`config.mk`:
```
export PLATFORM = sky130hd
export DESIGN_NAME = csi_u_key_event_decoder_core
export DESIGN_NICKNAME = d
export VERILOG_FILES = /design/src/rtl/csiu_pkg.sv /design/src/rtl/csiu_in_stage.sv /design/src/rtl/csiu_parser.sv /design/src/rtl/csiu_out_stage.sv /design/src/rtl/csi_u_key_event_decoder_core.sv
export SDC_FILE = /design/constraint.sdc
export NUM_CORES = 1
export LEC_CHECK = 0
export BUFFER_PORTS_ARGS = -buffer_cell sky130_fd_sc_hd__buf_2
export CORE_ASPECT_RATIO = 1.4
export CORE_MARGIN = 2
export CORE_UTILIZATION = 30
export DETAILED_ROUTE_END_ITERATION = 12
export PLACE_DENSITY_LB_ADDON = 0.25
export SYNTH_ARGS = -nofsm -noshare
export SYNTH_HDL_FRONTEND = slang
export SYNTH_SLANG_ARGS = --single-unit
```
`constraint.sdc`:
```
create_clock -name i_clk -period 9 [get_ports i_clk]
set_clock_uncertainty 0.05 [all_clocks]
set_input_delay 0.9 -clock i_clk [delete_from_list [all_inputs] [get_ports i_clk]]
set_output_delay 0.9 -clock i_clk [all_outputs]
set_load 0.005 [all_outputs]
```
`src/rtl/csiu_pkg.sv`:
```
package csiu_pkg;

    localparam int BODY_CAPACITY = 64;
    localparam int BODY_LEN_W    = $clog2(BODY_CAPACITY + 1);
    localparam int KEY_W         = 31;
    localparam int BYTE_W        = 8;
    localparam int ACC_EXT_W     = KEY_W + 4;

    localparam logic [BYTE_W-1:0] BYTE_ESC     = 8'h1b;
    localparam logic [BYTE_W-1:0] BYTE_LBRACK  = 8'h5b;
    localparam logic [BYTE_W-1:0] BYTE_U       = 8'h75;
    localparam logic [BYTE_W-1:0] BYTE_C       = 8'h63;
    localparam logic [BYTE_W-1:0] BYTE_SEMI    = 8'h3b;
    localparam logic [BYTE_W-1:0] BYTE_COLON   = 8'h3a;
    localparam logic [BYTE_W-1:0] BYTE_ZERO    = 8'h30;
    localparam logic [BYTE_W-1:0] BYTE_NINE    = 8'h39;
    localparam logic [BYTE_W-1:0] FINAL_LO     = 8'h40;
    localparam logic [BYTE_W-1:0] FINAL_HI     = 8'h7e;
    localparam logic [KEY_W-1:0]  KEY_CTRL_C   = 31'd3;

    localparam logic [1:0] FIELD_KEY  = 2'd0;
    localparam logic [1:0] FIELD_MODS = 2'd1;
    localparam logic [1:0] FIELD_TYPE = 2'd2;

    localparam logic [KEY_W-1:0] TYPE_PRESS   = 31'd1;
    localparam logic [KEY_W-1:0] TYPE_RELEASE = 31'd3;

    typedef enum logic [1:0] {
        ACT_TAP  = 2'd0,
        ACT_QUIT = 2'd1,
        ACT_DOWN = 2'd2,
        ACT_UP   = 2'd3
    } t_action;

    typedef struct packed {
        t_action           action;
        logic [KEY_W-1:0]  key_code;
    } t_result;

endpackage

```
`src/rtl/csiu_in_stage.sv`:
```
module csiu_in_stage
    import csiu_pkg::*;
(
    input  logic              i_clk,
    input  logic              i_rst_n,
    input  logic              i_in_valid,
    input  logic [BYTE_W-1:0] i_in_byte,
    input  logic              i_advance,
    output logic              o_in_stall,
    output logic              o_valid,
    output logic [BYTE_W-1:0] o_byte
);

    logic              r_valid;
    logic [BYTE_W-1:0] r_byte;

    assign o_in_stall = r_valid && !i_advance;
    assign o_valid    = r_valid;
    assign o_byte     = r_byte;

    always_ff @(posedge i_clk) begin
        if (!i_rst_n) begin
            r_valid <= 1'b0;
        end else if (!o_in_stall) begin
            r_valid <= i_in_valid;
        end
    end

    always_ff @(posedge i_clk) begin
        if (!o_in_stall && i_in_valid) begin
            r_byte <= i_in_byte;
        end
    end

endmodule

```
`src/rtl/csiu_parser.sv`:
```
module csiu_parser
    import csiu_pkg::*;
(
    input  logic              i_clk,
    input  logic              i_rst_n,
    input  logic              i_enhanced,
    input  logic              i_step,
    input  logic [BYTE_W-1:0] i_byte,
    output logic              o_res_valid,
    output t_result           o_res
);

    typedef enum logic [1:0] {
        MODE_PLAIN = 2'd0,
        MODE_ESC   = 2'd1,
        MODE_CSI   = 2'd2,
        MODE_DROP  = 2'd3
    } t_mode;

    t_mode                 r_mode,  n_mode;
    logic [BODY_LEN_W-1:0] r_len,   n_len;
    logic [1:0]            r_field, n_field;
    logic                  r_digit, n_digit;
    logic [KEY_W-1:0]      r_acc,   n_acc;
    logic [KEY_W-1:0]      r_key,   n_key;
    logic [KEY_W-1:0]      r_mods,  n_mods;
    logic                  r_bad,   n_bad;

    logic                  clr;
    logic                  is_final;
    logic                  is_digit;
    logic [ACC_EXT_W-1:0]  acc_next;
    logic [KEY_W-1:0]      sel_key;
    logic [KEY_W-1:0]      sel_mods;
    logic [KEY_W-1:0]      sel_type;
    logic [KEY_W-1:0]      mods_m1;
    logic                  seq_ok;

    assign is_final = (i_byte >= FINAL_LO) && (i_byte <= FINAL_HI);
    assign is_digit = (i_byte >= BYTE_ZERO) && (i_byte <= BYTE_NINE);
    assign acc_next = {1'b0, r_acc, 3'b000} + {3'b000, r_acc, 1'b0}
                    + ACC_EXT_W'(i_byte - BYTE_ZERO);

    always_comb begin
        sel_key  = r_key;
        sel_mods = r_mods;
        sel_type = TYPE_PRESS;
        case (r_field)
            FIELD_KEY:  sel_key  = r_acc;
            FIELD_MODS: sel_mods = r_acc;
            default:    sel_type = r_acc;
        endcase
    end

    assign mods_m1 = sel_mods - KEY_W'(1);
    assign seq_ok  = i_enhanced && (i_byte == BYTE_U) && !r_bad && r_digit;

    always_comb begin
        n_mode      = r_mode;
        n_len       = r_len;
        n_field     = r_field;
        n_digit     = r_digit;
        n_acc       = r_acc;
        n_key       = r_key;
        n_mods      = r_mods;
        n_bad       = r_bad;
        clr         = 1'b0;
        o_res_valid = 1'b0;
        o_res.action   = ACT_TAP;
        o_res.key_code = KEY_W'(i_byte);

        unique case (r_mode)
            MODE_PLAIN: begin
                if (i_byte == BYTE_ESC) begin
                    n_mode = MODE_ESC;
                end else if (!i_enhanced) begin
                    o_res_valid = 1'b1;
                end
            end
            MODE_ESC: begin
                n_mode = (i_byte == BYTE_LBRACK) ? MODE_CSI : MODE_PLAIN;
                clr    = 1'b1;
            end
            MODE_DROP: begin
                if (is_final) begin
                    n_mode = MODE_PLAIN;
                end
            end
            MODE_CSI: begin
                if (r_len >= BODY_LEN_W'(BODY_CAPACITY)) begin
                    n_mode = MODE_DROP;
                    clr    = 1'b1;
                end else begin
                    n_len = r_len + BODY_LEN_W'(1);
                    if (!is_final) begin
                        if (!r_bad) begin
                            if (is_digit) begin
                                if (acc_next[ACC_EXT_W-1:KEY_W] != '0) begin
                                    n_bad = 1'b1;
                                end else begin
                                    n_acc   = acc_next[KEY_W-1:0];
                                    n_digit = 1'b1;
                                end
                            end else if (i_byte == BYTE_SEMI && r_field == FIELD_KEY
                                         && r_digit) begin
                                n_key   = r_acc;
                                n_field = FIELD_MODS;
                                n_acc   = '0;
                                n_digit = 1'b0;
                            end else if (i_byte == BYTE_COLON && r_field == FIELD_MODS
                                         && r_digit) begin
                                n_mods  = r_acc;
                                n_field = FIELD_TYPE;
                                n_acc   = '0;
                                n_digit = 1'b0;
                            end else begin
                                n_bad = 1'b1;
                            end
                        end
                    end else begin
                        n_mode = MODE_PLAIN;
                        clr    = 1'b1;
                        o_res.key_code = sel_key;
                        if (seq_ok && (sel_type == TYPE_PRESS || sel_type == TYPE_RELEASE)) begin
                            o_res_valid = 1'b1;
                            if (sel_type == TYPE_PRESS && (sel_key == KEY_CTRL_C
                                || (sel_key == KEY_W'(BYTE_C) && mods_m1[2]))) begin
                                o_res.action = ACT_QUIT;
                            end else if (sel_type == TYPE_RELEASE) begin
                                o_res.action = ACT_UP;
                            end else begin
                                o_res.action = ACT_DOWN;
                            end
                        end
                    end
                end
            end
        endcase

        if (clr) begin
            n_len   = '0;
            n_field = FIELD_KEY;
            n_digit = 1'b0;
            n_acc   = '0;
            n_key   = '0;
            n_mods  = KEY_W'(1);
            n_bad   = 1'b0;
        end
    end

    always_ff @(posedge i_clk) begin
        if (!i_rst_n) begin
            r_mode  <= MODE_PLAIN;
            r_len   <= '0;
            r_field <= FIELD_KEY;
            r_digit <= 1'b0;
            r_acc   <= '0;
            r_key   <= '0;
            r_mods  <= KEY_W'(1);
            r_bad   <= 1'b0;
        end else if (i_step) begin
            r_mode  <= n_mode;
            r_len   <= n_len;
            r_field <= n_field;
            r_digit <= n_digit;
            r_acc   <= n_acc;
            r_key   <= n_key;
            r_mods  <= n_mods;
            r_bad   <= n_bad;
        end
    end

endmodule

```
`src/rtl/csiu_out_stage.sv`:
```
module csiu_out_stage
    import csiu_pkg::*;
(
    input  logic    i_clk,
    input  logic    i_rst_n,
    input  logic    i_step,
    input  logic    i_res_valid,
    input  t_result i_res,
    input  logic    i_out_stall,
    output logic    o_advance,
    output logic    o_out_valid,
    output t_result o_res
);

    logic    r_valid;
    t_result r_res;

    assign o_advance   = !r_valid || !i_out_stall;
    assign o_out_valid = r_valid;
    assign o_res       = r_res;

    always_ff @(posedge i_clk) begin
        if (!i_rst_n) begin
            r_valid <= 1'b0;
        end else if (o_advance) begin
            r_valid <= i_step && i_res_valid;
        end
    end

    always_ff @(posedge i_clk) begin
        if (o_advance && i_step && i_res_valid) begin
            r_res <= i_res;
        end
    end

endmodule

```
`src/rtl/csi_u_key_event_decoder_core.sv`:
```
// Decodes key events from a stream of terminal input bytes.
// The input channel (i_in_valid, i_in_byte, o_in_stall) takes one byte per
// transaction. The output channel (o_out_valid, o_action, o_key_code,
// i_out_stall) delivers zero or one event per byte.
// The single register is written through i_cfg_we and i_cfg_wdata; a one
// selects CSI u decoding, a zero turns plain bytes into taps.
// Throughput is one byte per cycle while the receiver does not stall. A
// byte is held in the input register, is decoded in a single pass against
// the parser state, and its event is written into the output register,
// where it stays visible until the receiver takes it.
// Synchronous reset clears the register to plain mode, empties both
// pipeline registers and returns the parser to its idle plain state.
// When the receiver stalls, the output event holds. The input register
// still fills, and o_in_stall rises once it holds a byte that cannot move
// forward, so no transaction is lost.
module csi_u_key_event_decoder_core
    import csiu_pkg::*;
(
    input  logic              i_clk,
    input  logic              i_rst_n,
    input  logic              i_cfg_we,
    input  logic              i_cfg_wdata,
    input  logic              i_in_valid,
    input  logic [BYTE_W-1:0] i_in_byte,
    output logic              o_in_stall,
    output logic              o_out_valid,
    output logic [1:0]        o_action,
    output logic [KEY_W-1:0]  o_key_code,
    input  logic              i_out_stall
);

    logic              r_enhanced;
    logic              advance;
    logic              stage_valid;
    logic [BYTE_W-1:0] stage_byte;
    logic              step;
    logic              res_valid;
    t_result           res;
    t_result           out_res;

    always_ff @(posedge i_clk) begin
        if (!i_rst_n) begin
            r_enhanced <= 1'b0;
        end else if (i_cfg_we) begin
            r_enhanced <= i_cfg_wdata;
        end
    end

    csiu_in_stage u_in (
        .i_clk      (i_clk),
        .i_rst_n    (i_rst_n),
        .i_in_valid (i_in_valid),
        .i_in_byte  (i_in_byte),
        .i_advance  (advance),
        .o_in_stall (o_in_stall),
        .o_valid    (stage_valid),
        .o_byte     (stage_byte)
    );

    assign step = stage_valid && advance;

    csiu_parser u_parser (
        .i_clk       (i_clk),
        .i_rst_n     (i_rst_n),
        .i_enhanced  (r_enhanced),
        .i_step      (step),
        .i_byte      (stage_byte),
        .o_res_valid (res_valid),
        .o_res       (res)
    );

    csiu_out_stage u_out (
        .i_clk       (i_clk),
        .i_rst_n     (i_rst_n),
        .i_step      (step),
        .i_res_valid (res_valid),
        .i_res       (res),
        .i_out_stall (i_out_stall),
        .o_advance   (advance),
        .o_out_valid (o_out_valid),
        .o_res       (out_res)
    );

    assign o_action   = out_res.action;
    assign o_key_code = out_res.key_code;

endmodule

```
=== Word-level counts from Yosys, hierarchy flattened ===
Cells that the tools add are included.

* $add $sub $neg: 5
* Magnitude comparators: 5
* Equal/unequal tests: 20
* Mux-type cells: 75
* Bitwise operators: 3
* Reduce and logical (&&, ||, !) cells: 45

{| class="wikitable"
|+ Operators with widths
! kind !! count
|-
| $mux W31 || 18
|-
| $eq A31 B2 Y1 const B || 2
|-
| $add A34 B32 Y35 || 1
|-
| $add A35 B35 Y35 || 1
|-
| $eq A31 B1 Y1 const B || 1
|-
| $eq A31 B7 Y1 const B || 1
|-
| $mux W1 || 27
|-
| $mux W3 || 9
|-
| $mux W2 || 12
|-
| $mux W8 || 3
|-
| $mux W7 || 3
|-
| $reduce_and A7 Y1 || 3
|-
| $logic_and A1 B1 Y1 || 18
|-
| $eq A8 B6 Y1 const B || 2
|-
| $eq A8 B7 Y1 const B || 2
|-
| $ne A2 B1 Y1 const B || 5
|-
| $sub A8 B6 Y9 const B || 1
|-
| $eq A8 B5 Y1 const B || 1
|-
| $ge A8 B6 Y1 const B || 1
|-
| $ge A8 B7 Y1 const B || 1
|-
| $le A8 B6 Y1 const B || 1
|-
| $le A8 B7 Y1 const B || 1
|-
| $pmux W2 S4 || 1
|-
| $reduce_and A8 Y1 || 1
|-
| other kinds (22) || 37
|}

* Register bits: 122
* Output and inout bits: 35
* Word-level logic and storage cells: 169

=== Depth between registers and ports, before layout ===
Gate-level depths: netlist of run 1.

* Depth in word-level cells: 11
* Depth in mapped cells: 15
* Mapped depth without buffers: 14

=== Cells and area by module ===
From an unflattened synthesis of run 1, not the netlist that was laid out.

* Cell total of the unflattened synthesis: 908
* Area total of the unflattened synthesis: 8146.6 µm²

{| class="wikitable"
|+ Modules (own cells, without submodules)
! module !! instances !! cells each !! area each (µm²) !! seq. area each (µm²)
|-
| csiu_parser || 1 || 854 || 6779.0 || 1561.5
|-
| csiu_out_stage || 1 || 38 || 1037.2 || 1011.0
|-
| csiu_in_stage || 1 || 12 || 287.8 || 260.2
|-
| csi_u_key_event_decoder_core || 1 || 4 || 42.5 || 20.0
|}

=== Worst setup path before layout of run 1 ===
Ideal clock, no wire load.

* Path kind: register to register
* From: register u_in.r_byte[4] (netlist: u_in.o_byte[4])
* To: register u_parser.r_acc[10]
* Library setup time: 0.072 ns
* Arrival time: 6.260 ns
* Path slack: 2.618 ns
* Cell stages (with the launch flop): 16
* Period minus slack after synthesis: 6.382 ns
* Cells stage by stage: edfxtp_1 ha_1 nor3_1 fa_1 ha_1 buf_6 a21o_1 a21oi_2 a2bb2oi_2 a2111oi_1 or3_4 o31ai_2 xor2_1 a41oi_4 buf_6 mux2i_1

* Longest elaborated chain between the ends: 10
* Elaborated cells on any way between the ends: 33
* Those cells by class: add/sub (2); order compare (4); eq/ne (6); mux (11); reduce/logical (10)

{| class="wikitable"
|+ Ends and longest elaborated chain
! item !! line !! RTL
|-
| start, declared || csiu_in_stage.sv:15 || <nowiki>logic [BYTE_W-1:0] r_byte;</nowiki>
|-
| start signal, assigned || csiu_in_stage.sv:31 || <nowiki>r_byte <= i_in_byte;</nowiki>
|-
| parallel branches: the longest is 10 deep, another holds $add A35 B35 Y35 || - ||
|-
| end signal, assigned || csiu_parser.sv:166 || <nowiki>r_acc <= n_acc;</nowiki>
|-
| end, declared || csiu_parser.sv:24 || <nowiki>logic [KEY_W-1:0] r_acc, n_acc;</nowiki>
|}

Several ways; the timed one is not identified. The select of a mux whose other input is x is not followed.
A chain may end at the register's enable or synchronous reset.

=== Final worst setup path of run 1 ===
* From: register u_in.r_byte[4] (netlist: u_in.o_byte[4])
* To: register u_parser.r_acc[27]

The elaborated chain is that of the path after synthesis.

==> run metrics, run 1 <==
status completed; Worst Tran Pin Value 0.937 ns; WHS Endpoint u_parser.r_digit$_SDFFE_PN0P_; Nets 991; commonest cells after routing, fill and taps aside 136 x nand2_1, 81 x dfxtp_1, 65 x a21oi_1; final worst slack 3.77 ns; Crit. End Element flop; Fill cells 2654; critical-path maximum fanout 26; ys flop type dfxtp_1; largest net degree at the start of global routing 88; Worst Path Required 9.30 ns; unrepaired setup endpoints after global routing no; simple-gate share of the synthesized area 0.192; Worst setup SP type flop; hold path depth 2; Overflow after GRT 0; post-synthesis compound-gate area fraction 0.176; H-tree levels 4; Leak Pwr 3.67 nW; global placement routability congestion 0.881; top cell type's share of synthesized area 0.205; Setup WS pre-CTS 3.79 ns; antenna violations before repair 0; Area growth, synth to finish 14.9%; via count 6418; sw frac 0.223; Max Freq 191 MHz; sequential area share after synthesis 0.361; design area 9070 sq um; Max Root-Sink Buffers 2; switching power 308 uW; EDFF count, synth 41; fin crit share 0.581; DRC viols 0; Pint 1.08 mW; clock root buffer clkbuf_16; max-slew violations 0; Ports 49; ant diodes 0; area leader, netlist dfxtp_1; postcts setup bufs 0; CP Data Arrival Time 5.53 ns; adder-cell share of the synthesized area 0.146; GRT Total Usage 0.162; PwrDens 153 nW/um^2; final hold violations 0; hold_sp u_parser.r_digit$_SDFFE_PN0P_; worst hold-check path type flop to flop; DR pass1 iterations 5; Synth warnings 0; Starting Density 0.304; Yosys cell types 64; largest family of logic cells by synthesized area simple AND/OR/NAND/NOR gates; VDD IR max 0.123 mV; Async S/R FF share, synth 0; post-layout util 0.349; clock share of power 0.520; Worst slew margin 0.374; reg2reg setup slack 3.77 ns; antenna-violating nets left 0; post-synthesis mux area share 0.0520; RR Endpoint u_parser.r_acc[27]$_SDFFE_PN0P_; Post-Syn Nets 950; drt via density 5.18; CP Class flop to flop; Max Cap Viol 0; TNS Setup 0 ns; Final min period 5.23 ns; DIE AREA 27700 sq um; Die Width 141 microns; Gate power share 0.057; hold_buf cts 0; num rows 70; WL final 21700 microns; initial drt markers 387; largest cells by area after synthesis dfxtp_1 21%, edfxtp_1 16%, fa_1 7.6%; number of clock sinks 122; CTS resizes 0; cell area after placement 8460 sq um; Port Buffers 48; synthesis-stage register bit count 122; Post-Synth XOR/XNOR Area 0.0366; R2R cell count 15; syn_area_per_cell 9.16 sq um; WHS 0.423 ns; Gate Count Post-Synth 862; final setup fails 0; wire length of the first global-routing pass 35000 microns; mean routed wirelength per cell 17.5 microns; most common cell after layout, fill and taps aside nand2_1; reg2reg start u_in.o_byte[4]$_DFFE_PP_; Die Y 196 microns; dpl hpwl 15900 microns; CTS tree yes; Core ar. 26000 sq um; Clk pin slew, worst setup/hold paths 0.06 ns; Num CTS Buffers 17; later-pin clock latency in the skew report 0.43 ns; Seq pwr share 0.423; layout cells sized above 1 0.109; vias in the first global route 6513; mapped cell area 7900 sq um
==> Yosys cell counts, types with 2 or more instances <==
library cell,count
o21a_1,13
a2111oi_0,2
buf_6,4
and2_1,5
ha_1,44
nand3_1,19
nand2b_1,7
nor2b_1,44
a22oi_1,35
a211o_1,2
clkbuf_1,26
o21ai_0,25
dfxtp_1,81
nand2_1,136
a31o_2,2
and3_1,10
a21boi_0,3
o21bai_1,5
buf_2,5
o211a_1,2
nand4_1,10
o211ai_1,2
a21o_1,16
mux2i_1,41
or3_1,3
xnor2_1,22
a31oi_1,2
inv_1,31
fa_1,30
nor4b_1,5
o21ai_1,9
a21oi_1,65
nor2_1,41
nor4_1,13
edfxtp_1,41
xor2_1,11
a211oi_1,10
nor3_1,14
==> stage by stage <==
stage / total power [mW] / cells
CTS: 1.40 / 1240
global route: 1.43 / 1240
finish: 1.38 / 1240
detailed placement: 0.677 / 1208
global placement: 0.676 / 1208
floorplan: 0.647 / 862
==> cells by family after synthesis <==
| logic type | count (synthesis) |
|---|---|
| AO/OA/AOI/OAI | 209 |
| AND/OR/NAND/NOR | 315 |
| buffers and inverters | 68 |
| multiplexers | 41 |
| adder cells (fa/ha/maj) | 74 |
| XOR/XNOR | 33 |
| flip-flops | 122 |
==> routing by layer <==
| metal | GRT usage | wire [microns] | vias up |
|---|---|---|---|
| li1 | - | - | 3161 |
| met1 | 0.180 | 8880 | 3092 |
| met2 | 0.299 | 11400 | 123 |
| met3 | 0.0271 | 575 | 42 |
| met4 | 0.0748 | 794 | 0 |
| met5 | 0 | 0 | - |
==> critical path, cell delays in order, from the launching register on <==
cell and delay, ns:
edfxtp_1 0.49, ha_1 0.34, nor3_2 0.13, buf_4 0.42, fa_1 0.51, ha_1 0.42
a211oi_1 0.33, o21ai_1 0.17, o21ai_1 0.21, o221ai_1 0.13, o21a_1 0.22, o21a_1 0.16
o21a_1 0.20, a41oi_4 0.64, buf_4 0.47, mux2i_1 0.22
==> state kept, by name, indices dropped and copies added, names as in the netlist <==
name,count
r_enhanced,1
u_in.o_byte,8
u_parser.r_bad,1
u_parser.r_mode,2
u_parser.r_field,2
u_parser.r_len,7
u_parser.r_digit,1
u_parser.r_acc,31
u_out.o_res,33
u_out.o_out_valid,1
u_parser.r_key,31
u_parser.r_mods,3
u_in.o_valid,1
==> final cells by class <==
cell class                      count  area, sq um  share of cell area
Inverter                           33          124              0.0137
Multi-Input combinational cell    672         4770               0.525
Timing Repair Buffer               57          308              0.0339
Clock buffer                       19          443              0.0488
Clock inverter                     13          175              0.0193
Sequential cell                   122         2850               0.314
Tap cell                          324          405              0.0447
==> worst max path at each step <==
stage / from / endpoint / slack [ns] / cells past startpoint
after floorplan: u_in.o_byte[4]$_DFFE_PP_ / u_parser.r_acc[10]$_SDFFE_PN0P_ / 2.62 / 15
after global placement: u_in.o_byte[4]$_DFFE_PP_ / u_parser.r_acc[24]$_SDFFE_PN0P_ / 3.84 / 15
after detailed placement: u_in.o_byte[4]$_DFFE_PP_ / u_parser.r_acc[16]$_SDFFE_PN0P_ / 3.79 / 15
after CTS: u_in.o_byte[4]$_DFFE_PP_ / u_parser.r_acc[22]$_SDFFE_PN0P_ / 3.76 / 15
after global routing: u_in.o_byte[4]$_DFFE_PP_ / u_parser.r_acc[17]$_SDFFE_PN0P_ / 3.42 / 15
final: u_in.o_byte[4]$_DFFE_PP_ / u_parser.r_acc[27]$_SDFFE_PN0P_ / 3.77 / 15
==> power by group through the flow <==
stage	clock, mW	sequential (mW)	combinational (mW)
floorplan	0	0.596	0.0515
global placement	0	0.597	0.0787
detailed placement	0	0.597	0.0797
CTS	0.734	0.586	0.0802
global route	0.756	0.586	0.0881
finish	0.720	0.586	0.0790
(Power assumes the default switching activity.)
==> run 2, diff against run 1 <==
- clock period: 9 -> 5.3 ns (I/O delays scaled with it)
==> run 2 against run 1 <==
  * First-iteration DRC count is 0.52% higher
  * Via count hardly changed
  * Sequential share of layout area stayed put
  * Largest cell class unchanged
  * Setup slack worse by 3.2 ns
  * Sequential power is 70% higher
  * Maximum frequency is 11% higher
  * Register-to-register slack worse by 3.2 ns
  * Clock power is 56% higher
  * Clock-buffer cell count is 3 higher
  * Highest routed layer unchanged
==> run metrics, run 2 (synthesis gave the netlist of run 1 again) <==
CP Data Arrival Time 5.00 ns; VDD IR max 0.213 mV; wire length of the first global-routing pass 35000 microns; Core ar. 26000 sq um; PwrDens 248 nW/um^2; Worst Tran Pin Value 0.977 ns; Worst Path Required 5.60 ns; Max Cap Viol 0; DR pass1 iterations 5; num rows 70; Fill cells 2660; cell area after placement 8500 sq um; Max Freq 213 MHz; hold_buf cts 0; unrepaired setup endpoints after global routing no; worst hold-check path type input pin to flop; Overflow after GRT 0; Num CTS Buffers 17; Worst setup SP type flop; later-pin clock latency in the skew report 0.43 ns; Area growth, synth to finish 14.9%; status completed; vias in the first global route 6614; ant diodes 0; postcts setup bufs 0; WL final 21600 microns; Clk pin slew, worst setup/hold paths 0.06 ns; TNS Setup 0 ns; via count 6414; Crit. End Element flop; clock root buffer clkbuf_16; antenna violations before repair 0; Worst slew margin 0.340; number of clock sinks 122; global placement routability congestion 0.871; Port Buffers 48; CTS tree yes; Nets 996; dpl hpwl 16300 microns; mean routed wirelength per cell 17.4 microns; Die Y 196 microns; CTS resizes 0; final hold violations 0; design area 9070 sq um; drt via density 5.15; DRC viols 0; H-tree levels 4; layout cells sized above 1 0.116; commonest cells after routing, fill and taps aside 136 x nand2_1, 81 x dfxtp_1, 65 x a21oi_1; Starting Density 0.304; fin crit share 0.885; Final min period 4.69 ns; antenna-violating nets left 0; initial drt markers 389; final setup fails 0; most common cell after layout, fill and taps aside nand2_1; Max Root-Sink Buffers 2; critical-path maximum fanout 20; Die Width 141 microns; max FFs per register 33; Leak Pwr 3.68 nW; CP Class flop to flop; max-slew violations 0; Ports 49; largest net degree at the start of global routing 50; GRT Total Usage 0.162; DIE AREA 27700 sq um
[run 2: changes by cell type in the layout (fill, tap and decap cells not counted), sizes merged]
cell,before,now
clkbuf,19,22
inv,32,34
buf,57,62
bufinv,4,1
clkinv,8,6
[run 2: layer usage]
| layer | wire length (microns) | track usage |
|---|---|---|
| met1 | 8810 | 0.175 |
| met2 | 11800 | 0.309 |
| met3 | 504 | 0.0281 |
| met4 | 538 | 0.0652 |
| met5 | 0 | 0 |
[run 2: power breakdown]
| part | internal (mW) | total, mW | leakage (nW) | switching [mW] |
|---|---|---|---|---|
| Combinational | 0.0518 | 0.134 | 2.36 | 0.0817 |
| Sequential | 0.983 | 0.994 | 1.04 | 0.0112 |
| Clock | 0.692 | 1.12 | 0.283 | 0.432 |
| Total | 1.73 | 2.25 | 3.68 | 0.525 |
[run 2: through the flow]
step / cells / util / setup WS [ns] / total power [mW] / hold slack [ns]
global route: 1245 / 0.349 / 0.249 / 2.33 / 0.209
detailed placement: 1213 / 0.327 / 0.635 / 1.15 / 0.401
finish: 1245 / 0.349 / 0.607 / 2.25 / 0.228
CTS: 1245 / 0.349 / 0.615 / 2.29 / 0.203
global placement: 1213 / 0.327 / 0.699 / 1.15 / 0.394
floorplan: 862 / - / 0.00516 / 1.10 / 0.380
[run 2: area by class of cell]
class,instances,area [sq um],share of cell area
clock buffers,22,484,0.0534
clock inverters,10,90.1,0.00993
inverters,33,124,0.0137
multi-input cells,672,4770,0.526
flip-flops and latches,122,2850,0.314
well taps,324,405,0.0447
repair buffers,62,345,0.0381
[run 2: final timing paths]
check / from / slack [ns] / depth (start not counted) / end
max reg2reg: u_in.o_byte[4]$_DFFE_PP_ / 0.61 / 15 / u_parser.r_acc[8]$_SDFFE_PN0P_
min reg2reg: u_parser.r_digit$_SDFFE_PN0P_ / 0.40 / 2 / u_parser.r_digit$_SDFFE_PN0P_
max: u_in.o_byte[4]$_DFFE_PP_ / 0.61 / 15 / u_parser.r_acc[8]$_SDFFE_PN0P_
min: i_in_byte[3] / 0.23 / 1 / u_in.o_byte[3]$_DFFE_PP_
[run 2: critical path, cell delays in order (launching register included)]
cell	delay, ns
edfxtp_1	0.49
ha_1	0.35
nor3_4	0.34
buf_4	0.32
fa_1	0.46
ha_1	0.42
a211oi_1	0.30
o21ai_1	0.16
o21ai_1	0.18
o221ai_1	0.13
o21a_1	0.22
o21a_1	0.17
o21a_1	0.20
a41oi_4	0.20
buf_4	0.39
mux2i_1	0.23
